[config.mk]
export PLATFORM = sky130hd
export DESIGN_NAME = rv64i_instruction_encoder
export DESIGN_NICKNAME = d
export VERILOG_FILES = /design/src/rtl/rvenc_pkg.sv /design/src/rtl/rvenc_core.sv /design/src/rtl/rv64i_instruction_encoder.sv
export SDC_FILE = /design/constraint.sdc
export NUM_CORES = 1
export LEC_CHECK = 0
export BUFFER_PORTS_ARGS = -buffer_cell sky130_fd_sc_hd__clkbuf_2
export CAP_MARGIN = 20
export CORE_AREA = 2 2 143 145
export CTS_CLUSTER_DIAMETER = 120
export DETAILED_ROUTE_END_ITERATION = 7
export DIE_AREA = 0 0 145 147
export GPL_TIMING_DRIVEN = 0
export PLACE_DENSITY = 0.47
export SETUP_SLACK_MARGIN = 0.05
export SLEW_MARGIN = 10
export SYNTH_ARGS = -nofsm -noshare
export SYNTH_HDL_FRONTEND = slang
export SYNTH_SLANG_ARGS = --single-unit
[constraint.sdc]
create_clock -name i_clk -period 5.3 [get_ports i_clk]
set_input_delay 0.795 -clock i_clk [delete_from_list [all_inputs] [get_ports i_clk]]
set_output_delay 0.795 -clock i_clk [all_outputs]
set_load 0.05 [all_outputs]
[src/rtl/rvenc_pkg.sv]
`default_nettype none

package rvenc_pkg;

    localparam int unsigned OP_W     = 6;
    localparam int unsigned REG_W    = 5;
    localparam int unsigned IMM_W    = 21;
    localparam int unsigned WORD_W   = 32;
    localparam int unsigned STATUS_W = 2;

    // Major opcodes of the base integer set.
    localparam logic [6:0] OPC_OP     = 7'b0110011;
    localparam logic [6:0] OPC_OPIMM  = 7'b0010011;
    localparam logic [6:0] OPC_JALR   = 7'b1100111;
    localparam logic [6:0] OPC_LOAD   = 7'b0000011;
    localparam logic [6:0] OPC_STORE  = 7'b0100011;
    localparam logic [6:0] OPC_BRANCH = 7'b1100011;
    localparam logic [6:0] OPC_JAL    = 7'b1101111;
    localparam logic [6:0] OPC_LUI    = 7'b0110111;
    localparam logic [6:0] F7_BASE    = 7'b0000000;
    localparam logic [6:0] F7_ALT     = 7'b0100000;

    localparam logic [STATUS_W-1:0] ST_OK      = 2'd0;
    localparam logic [STATUS_W-1:0] ST_RANGE   = 2'd1;
    localparam logic [STATUS_W-1:0] ST_UNKNOWN = 2'd2;

    typedef enum logic [OP_W-1:0] {
        MN_ADD, MN_SUB, MN_AND, MN_OR, MN_XOR, MN_SLL, MN_SRL, MN_SRA,
        MN_ADDI, MN_ANDI, MN_ORI, MN_XORI, MN_SLLI, MN_SRLI, MN_SRAI,
        MN_JALR, MN_LD, MN_LW, MN_LH, MN_LB, MN_LWU, MN_LHU, MN_LBU,
        MN_SD, MN_SW, MN_SH, MN_SB,
        MN_BEQ, MN_BNE, MN_BLT, MN_BGE, MN_BLTU, MN_BGEU,
        MN_JAL, MN_LUI
    } t_mnem;

    typedef enum logic [2:0] {
        FMT_R, FMT_I, FMT_SH, FMT_S, FMT_B, FMT_J, FMT_U, FMT_BAD
    } t_fmt;

    typedef struct packed {
        t_fmt       fmt;
        logic [6:0] opcode;
        logic [2:0] f3;
        logic [6:0] f7;
    } t_op_desc;

    function automatic t_op_desc op_decode(input logic [OP_W-1:0] op);
        t_op_desc d;
        d = '{fmt: FMT_BAD, opcode: 7'd0, f3: 3'd0, f7: F7_BASE};
        case (op)
            MN_ADD:  d = '{FMT_R, OPC_OP, 3'd0, F7_BASE};
            MN_SUB:  d = '{FMT_R, OPC_OP, 3'd0, F7_ALT};
            MN_AND:  d = '{FMT_R, OPC_OP, 3'd7, F7_BASE};
            MN_OR:   d = '{FMT_R, OPC_OP, 3'd6, F7_BASE};
            MN_XOR:  d = '{FMT_R, OPC_OP, 3'd4, F7_BASE};
            MN_SLL:  d = '{FMT_R, OPC_OP, 3'd1, F7_BASE};
            MN_SRL:  d = '{FMT_R, OPC_OP, 3'd5, F7_BASE};
            MN_SRA:  d = '{FMT_R, OPC_OP, 3'd5, F7_ALT};
            MN_ADDI: d = '{FMT_I, OPC_OPIMM, 3'd0, F7_BASE};
            MN_ANDI: d = '{FMT_I, OPC_OPIMM, 3'd7, F7_BASE};
            MN_ORI:  d = '{FMT_I, OPC_OPIMM, 3'd6, F7_BASE};
            MN_XORI: d = '{FMT_I, OPC_OPIMM, 3'd4, F7_BASE};
            MN_SLLI: d = '{FMT_SH, OPC_OPIMM, 3'd1, F7_BASE};
            MN_SRLI: d = '{FMT_SH, OPC_OPIMM, 3'd5, F7_BASE};
            MN_SRAI: d = '{FMT_SH, OPC_OPIMM, 3'd5, F7_ALT};
            MN_JALR: d = '{FMT_I, OPC_JALR, 3'd0, F7_BASE};
            MN_LD:   d = '{FMT_I, OPC_LOAD, 3'd3, F7_BASE};
            MN_LW:   d = '{FMT_I, OPC_LOAD, 3'd2, F7_BASE};
            MN_LH:   d = '{FMT_I, OPC_LOAD, 3'd1, F7_BASE};
            MN_LB:   d = '{FMT_I, OPC_LOAD, 3'd0, F7_BASE};
            MN_LWU:  d = '{FMT_I, OPC_LOAD, 3'd6, F7_BASE};
            MN_LHU:  d = '{FMT_I, OPC_LOAD, 3'd5, F7_BASE};
            MN_LBU:  d = '{FMT_I, OPC_LOAD, 3'd4, F7_BASE};
            MN_SD:   d = '{FMT_S, OPC_STORE, 3'd3, F7_BASE};
            MN_SW:   d = '{FMT_S, OPC_STORE, 3'd2, F7_BASE};
            MN_SH:   d = '{FMT_S, OPC_STORE, 3'd1, F7_BASE};
            MN_SB:   d = '{FMT_S, OPC_STORE, 3'd0, F7_BASE};
            MN_BEQ:  d = '{FMT_B, OPC_BRANCH, 3'd0, F7_BASE};
            MN_BNE:  d = '{FMT_B, OPC_BRANCH, 3'd1, F7_BASE};
            MN_BLT:  d = '{FMT_B, OPC_BRANCH, 3'd4, F7_BASE};
            MN_BGE:  d = '{FMT_B, OPC_BRANCH, 3'd5, F7_BASE};
            MN_BLTU: d = '{FMT_B, OPC_BRANCH, 3'd6, F7_BASE};
            MN_BGEU: d = '{FMT_B, OPC_BRANCH, 3'd7, F7_BASE};
            MN_JAL:  d = '{FMT_J, OPC_JAL, 3'd0, F7_BASE};
            MN_LUI:  d = '{FMT_U, OPC_LUI, 3'd0, F7_BASE};
            default: d = '{FMT_BAD, 7'd0, 3'd0, F7_BASE};
        endcase
        return d;
    endfunction

endpackage

`default_nettype wire

[src/rtl/rvenc_core.sv]
`default_nettype none

module rvenc_core
    import rvenc_pkg::*;
(
    input  wire logic [OP_W-1:0]     i_op,
    input  wire logic [REG_W-1:0]    i_rd,
    input  wire logic [REG_W-1:0]    i_rs1,
    input  wire logic [REG_W-1:0]    i_rs2,
    input  wire logic [IMM_W-1:0]    i_imm,
    output logic      [WORD_W-1:0]   o_word,
    output logic      [STATUS_W-1:0] o_status
);

    t_op_desc          d;
    logic              fits12;
    logic              fits13;
    logic              fits_sh;
    logic              fits_u;
    logic [WORD_W-1:0] w;
    logic [STATUS_W-1:0] st;

    // A signed value fits n bits when every bit above n-1 copies the sign.
    assign fits12  = (i_imm[IMM_W-1:11] == '0) || (i_imm[IMM_W-1:11] == '1);
    assign fits13  = (i_imm[IMM_W-1:12] == '0) || (i_imm[IMM_W-1:12] == '1);
    assign fits_sh = (i_imm[IMM_W-1:6] == '0);
    assign fits_u  = ~i_imm[IMM_W-1];

    always_comb begin
        d  = op_decode(i_op);
        w  = '0;
        st = ST_OK;
        unique case (d.fmt)
            FMT_R: begin
                w = {d.f7, i_rs2, i_rs1, d.f3, i_rd, d.opcode};
            end
            FMT_I: begin
                if (!fits12) st = ST_RANGE;
                w = {i_imm[11:0], i_rs1, d.f3, i_rd, d.opcode};
            end
            FMT_SH: begin
                if (!fits_sh) st = ST_RANGE;
                w = {d.f7[6:1], i_imm[5:0], i_rs1, d.f3, i_rd, d.opcode};
            end
            FMT_S: begin
                if (!fits12) st = ST_RANGE;
                w = {i_imm[11:5], i_rs2, i_rs1, d.f3, i_imm[4:0], d.opcode};
            end
            FMT_B: begin
                if (!fits13) st = ST_RANGE;
                w = {i_imm[12], i_imm[10:5], i_rs2, i_rs1, d.f3,
                     i_imm[4:1], i_imm[11], d.opcode};
            end
            FMT_J: begin
                w = {i_imm[20], i_imm[10:1], i_imm[11], i_imm[19:12], i_rd, d.opcode};
            end
            FMT_U: begin
                if (!fits_u) st = ST_RANGE;
                w = {i_imm[19:0], i_rd, d.opcode};
            end
            FMT_BAD: begin
                st = ST_UNKNOWN;
            end
        endcase
        // Any error forces the word to zero.
        o_word   = (st == ST_OK) ? w : '0;
        o_status = st;
    end

endmodule

`default_nettype wire

[src/rtl/rv64i_instruction_encoder.sv]
// Channel   Handshake         Ports
// -------   ---------------   ------------------------------------------
// command   start, busy       i_op, i_rd, i_rs1, i_rs2, i_imm
// result    o_valid strobe    o_word, o_status
//
// A word is taken at every rising edge where start is high and busy is low.
// Its result then passes through the input register, which feeds the encoder, and
// the result register, which catches its output, and is strobed on o_valid.
// One word can be accepted and one result given per cycle while busy is low.
// Reset is synchronous and active low; busy is high while reset is applied.
// The receiver cannot stall: each result is shown for exactly one cycle.
`default_nettype none

module rv64i_instruction_encoder
    import rvenc_pkg::*;
(
    input  wire logic                i_clk,
    input  wire logic                i_rst_n,
    input  wire logic                start,
    output logic                     busy,
    input  wire logic [OP_W-1:0]     i_op,
    input  wire logic [REG_W-1:0]    i_rd,
    input  wire logic [REG_W-1:0]    i_rs1,
    input  wire logic [REG_W-1:0]    i_rs2,
    input  wire logic [IMM_W-1:0]    i_imm,
    output logic                     o_valid,
    output logic      [WORD_W-1:0]   o_word,
    output logic      [STATUS_W-1:0] o_status
);

    // Control registers.
    logic                r_busy;
    logic                r_in_valid;
    logic                r_valid;

    // Input register holding the accepted instruction fields.
    logic [OP_W-1:0]     r_op;
    logic [REG_W-1:0]    r_rd;
    logic [REG_W-1:0]    r_rs1;
    logic [REG_W-1:0]    r_rs2;
    logic [IMM_W-1:0]    r_imm;

    // Result register.
    logic [WORD_W-1:0]   r_word;
    logic [STATUS_W-1:0] r_status;

    logic [WORD_W-1:0]   n_word;
    logic [STATUS_W-1:0] n_status;
    logic                n_in_valid;

    // The block never holds off a command once out of reset, since the
    // encoder finishes one word in every cycle.
    assign n_in_valid = start & ~r_busy;

    always_ff @(posedge i_clk) begin
        if (!i_rst_n) begin
            r_busy     <= 1'b1;
            r_in_valid <= 1'b0;
            r_valid    <= 1'b0;
        end else begin
            r_busy     <= 1'b0;
            r_in_valid <= n_in_valid;
            r_valid    <= r_in_valid;
        end
    end

    always_ff @(posedge i_clk) begin
        if (n_in_valid) begin
            r_op  <= i_op;
            r_rd  <= i_rd;
            r_rs1 <= i_rs1;
            r_rs2 <= i_rs2;
            r_imm <= i_imm;
        end
    end

    rvenc_core u_core (
        .i_op     (r_op),
        .i_rd     (r_rd),
        .i_rs1    (r_rs1),
        .i_rs2    (r_rs2),
        .i_imm    (r_imm),
        .o_word   (n_word),
        .o_status (n_status)
    );

    always_ff @(posedge i_clk) begin
        if (r_in_valid) begin
            r_word   <= n_word;
            r_status <= n_status;
        end
    end

    assign busy     = r_busy;
    assign o_valid  = r_valid;
    assign o_word   = r_word;
    assign o_status = r_status;

endmodule

`default_nettype wire

; Word-level counts from Yosys, hierarchy flattened
; Memories as Yosys holds them, arrays and structs flattened. A register that Yosys moved wholly into a read port is not among the register bits.
; Cells that the tools add are included.
; Widths: inputs -> output; s select.
[word_totals]
reg_bits = 79
latchBits = 0
ramBits = 0
mem_bits_ro = 896
in_bits = 45
out_inout_bits = 36
wordCells = 38
memories = 1
[mem_list]
columns = name, words, word_bits, read_ports, rd_clocked_by_memory_dff, write_ports, line
row1 = (no name shown), 64, 14, 1, 1, 0, rvenc_pkg.sv:50  ; case (op)
[classes]
add_sub_neg = 0
multipliers = 0
div_mod_pow = 0
order_cmp = 0
n_eq_ne = 9
n_shift = 0
mux = 8
bitwise_logic = 2
n_reduce_logical = 8
[ops]
columns = op, n
row1 = $pmux 32 s7, 1
row2 = $logic_not 15->1, 1
row3 = $eq 3x3->1 const B, 4
row4 = $eq 10x10->1 const B, 1
row5 = $logic_not 10->1, 1
row6 = $pmux 2 s5, 1
row7 = $eq 9x9->1 const B, 1
row8 = $logic_not 9->1, 1
row9 = $eq 3x2->1 const B, 2
row10 = $mux 6, 1
row11 = $mux 1, 5
row12 = $eq 3x1->1 const B, 1
row13 = $logic_not 3->1, 1
row14 = $logic_not 2->1, 1
row15 = $logic_or 1x1->1, 2
row16 = $reduce_or 2->1, 1
row17 = $and 1x1->1, 1
row18 = $not 1->1, 1

; Longest topological paths before layout
[logic_depth]
depth_word = 5
ltp_mapped = 11

; Modules after synthesis
; From an unflattened synthesis, not the netlist that was laid out.
[hier_totals]
hier_cells = 316
hier_area_um2 = 3828.7
[by_module_without_submodules]
columns = mod, n_inst, cells_per_inst, area_each_um2
row1 = rv64i_instruction_encoder, 1, 83, 2367.3
row2 = rvenc_core, 1, 233, 1461.4

; Worst setup path before layout
; Ideal clock, no wire load.
[synth_timing]
kind = in2reg
start = in start
end = reg u_core.d[16] (netlist name)
setup_ns = 0.114
arrival_ns = 3.797
required_ns = 5.186
path_slack_ns = 1.389
cell_stages = 10
n_path_buf = 3
cell_sequence = nand2b_1 buf_2 buf_2 clkinv_1 mux2i_1 inv_1 ha_1 clkbuf_1 maj3_1 a21o_1
[synth_via]
elab_chain_cells = 2
[synth_rtl]
columns = element, line
row1 = "start, declared", rv64i_instruction_encoder.sv:19  ; input wire logic start,
row2 = $and 1x1->1, rv64i_instruction_encoder.sv:53  ; assign n_in_valid = start & ~r_busy;
row3 = named net n_in_valid, rv64i_instruction_encoder.sv:49  ; logic n_in_valid;
row4 = $mux 6 (no line), --
; The timed path passes the listed nets, and every way through them passes these cells.
; A chain may end at the register's enable or synchronous reset.

; Worst setup path after layout
[layout_timing]
start = in start
end = reg u_core.d[8] (netlist name)
[layout_via]
elab_chain_cells = 2
[layout_rtl]
columns = element, line
row1 = $and 1x1->1, rv64i_instruction_encoder.sv:53
row2 = named net n_in_valid, rv64i_instruction_encoder.sv:49
row3 = $mux 6 (no line), --
; The timed path passes the listed nets, and every way through them passes these cells.

==> results_dict.tcl <==
set metrics [dict create \
    initial_core_util 0.226 \
    slew_headroom 0.437 \
    tns_ps 0 \
    ys_top_cells_by_area "edfxtp_1 (50%), dfxtp_1 (7.1%), nor2_1 (2.8%)" \
    cts_hold_buf 0 \
    wl_per_cell_um 15.3 \
    dp.final_hpwl_mm 8.67 \
    clock_path_buffers 2 \
    clkSinkCount 91 \
    track_usage 0.114 \
    yosysSeqAreaShare 0.573 \
    grt_max_degree 50 \
    numCtsBuffers 9 \
    grt_pass1_wl_mm 18.8 \
    ant_nets 0 \
    synth_area_per_cell_sq_um 11.4 \
    drc_errors 0 \
    slew_viol_final 0 \
    utilization 0.278 \
    diodes 0 \
    dp.cells 743 \
    fin_worst_skew_ps 6.40 \
    first_global_vias 3336 \
    netlist.area_leader.share 0.502 \
    multiInputGateArea_sq_um 1700 \
    die_h_um 147 \
    ys_types 57 \
    wl_mm 11.6 \
    antenna_found_initial 0 \
    drtIter0Drc 205 \
    worstSetupEndpointType "flop" \
    final-setup-viol-count 0 \
    vias_per_cell 4.40 \
    startpoint_type "input port" \
    finalCritPeriodShare 0.711 \
    worstMarginPinSlew_ps 844 \
    nNetsFinal 536 \
    gp_routability_congestion 0.832 \
    syn-num-nets 445 \
    io_pins 81 \
    wl_met3_um 471 \
    wl_met2_mm 5.09 \
    area_growth_pct 22.9 \
    drt-met1-wl_mm 5.89 \
    syn_area_sq_um 4490 \
    worst_ep_required_time_ps 5520 \
    seqCellArea_sq_um 2570 \
    synth_flop_cell "edfxtp_1" \
    cts-root-buf "clkbuf_16" \
    final_cell_count_no_fill 759 \
    row_count 52 \
    clk_pin_slew_ps 60 \
    cts_tree "built" \
    min_delay_path_depth 1 \
    layout-drive-gt1-share 0.270 \
    status "completed" \
    yosysWarnings 0 \
    max_freq_ghz 0.265 \
    drt_pass1_iterations 4 \
    die_w_um 145 \
    cts_setup_buffers 0 \
    synth_cells 393 \
    reg2regPathDepth 11 \
    routed.top_layer "met4" \
    dieArea_sq_um 21300 \
    rsz0062_at_grt "no" \
    drv_cap 0 \
    gr-total-overflow 0 \
    hp-class "flop to flop" \
    cp_max_fo 49 \
    powerDensity_nw_per_um2 323 \
    hold_viol 0 \
    clock_latency_ps 350 \
    layout_min_cycle_time_ps 3770 \
    ys_ff_latch 91 \
    htreeDepth 3 \
    ir_drop_mv 0.112 \
    total_leakage_power_uw 0.00206 \
    synth_area_leader_cell "edfxtp_1" \
    cts_resized 0 \
    worstSetupPathType "input port to flop" \
    n_fill_cell 2127 \
    synth_top_cells_by_count "edfxtp_1 (75), nor2_1 (34), a21oi_1 (22)" \
    io_buffers 80 \
    ys_async_sr_fraction 0 \
    arrival_ps 3980 \
    vias 3340 \
    synth.most_common_cell "edfxtp_1" \
    coreArea_sq_um 19800 \
    synth_edf_count 75 \
    whs_ps 533 \
]
[critical path: stages]
cell and delay [ps]:
clkbuf_2 80, nand2b_1 50, buf_2 190, buf_2 270, clkinv_2 700, mux2i_1 660, inv_1 200, ha_1 240
clkbuf_1 200, nor2b_1 180, a211oi_1 250, o221ai_1 160
[state kept, by name, indices dropped and copies added, names as in the netlist]
name,flops
u_core.d,13
r_in_valid,1
busy,1
r_imm,21
o_word,31
r_op,6
o_valid,1
r_rs2,5
r_rs1,5
o_status,2
r_rd,5
[power breakdown]
part           total [uW]  internal, uW  switching, uW
combinational         329           116            212
sequential            845           820           25.4
clock                 608           357            251
[area by class of cell]
class	count	share of cell area
buffer	24	0.0241
clock buffer	15	0.0504
clock inverter	1	0.00136
inverter	21	0.0145
multi-input combinational	257	0.309
sequential	91	0.467
tap	270	0.0613
timing repair buffer	80	0.0726
[kinds of logic (layout without fill, tap and decap cells)]
kind of cell	after synthesis	after routing	synth area share
buf+inv	45	141	0.0471
compound gates	89	89	0.131
simple gates	141	141	0.183
xor+xnor	1	1	0.00195
mux	18	18	0.0418
flops	91	91	0.573
fa+ha+maj	8	8	0.0218
[layer usage]
layer | up-vias | GRT usage
li1 | 1629 | -
met1 | 1583 | 0.162
met2 | 111 | 0.170
met3 | 17 | 0.0245
met4 | 0 | 0.0465
met5 | - | 0
[worst paths after layout]
path	slack (ps)	start	to
setup / recovery	1530	start	u_core.d[8]
hold / removal	530	u_core.d[16]	o_word[6]
setup reg to reg	1680	busy	u_core.d[8]
hold reg to reg	530	u_core.d[16]	o_word[6]
[placed cells by master (no fill, tap or decap), types with 3 or more instances in the layout]
cell type and instances:
nand3_1 9, clkbuf_8 3, a211oi_1 7, nand2b_1 10, nand2_1 17, a22oi_1 6
a31oi_1 5, nor2_4 11, nor2_2 9, dfxtp_1 15, and3_1 8, a221oi_1 8
ha_1 7, clkbuf_1 17, and2_1 4, buf_2 3, o21ai_0 18, nor2b_1 14
nor3_1 8, or3_1 5, inv_1 19, mux2_2 6, buf_1 3, edfxtp_1 75
clkbuf_2 80, a21oi_1 22, nor2_1 34, mux2i_1 12, nand4_1 3, o22ai_1 4
clkbuf_16 9, nor3b_1 4
[per-stage QoR]
step | worst slack (ps) | area [sq um] | power (uW)
after floorplan | 1390 | 4490 | 1100
after global placement | 290 | 5230 | 1190
after detailed placement | 1090 | 5230 | 1190
after CTS | 1470 | 5510 | 1810
after global routing | 1080 | 5510 | 1880
final | 1530 | 5510 | 1780
Note: power is estimated with default switching activity, not from simulation.
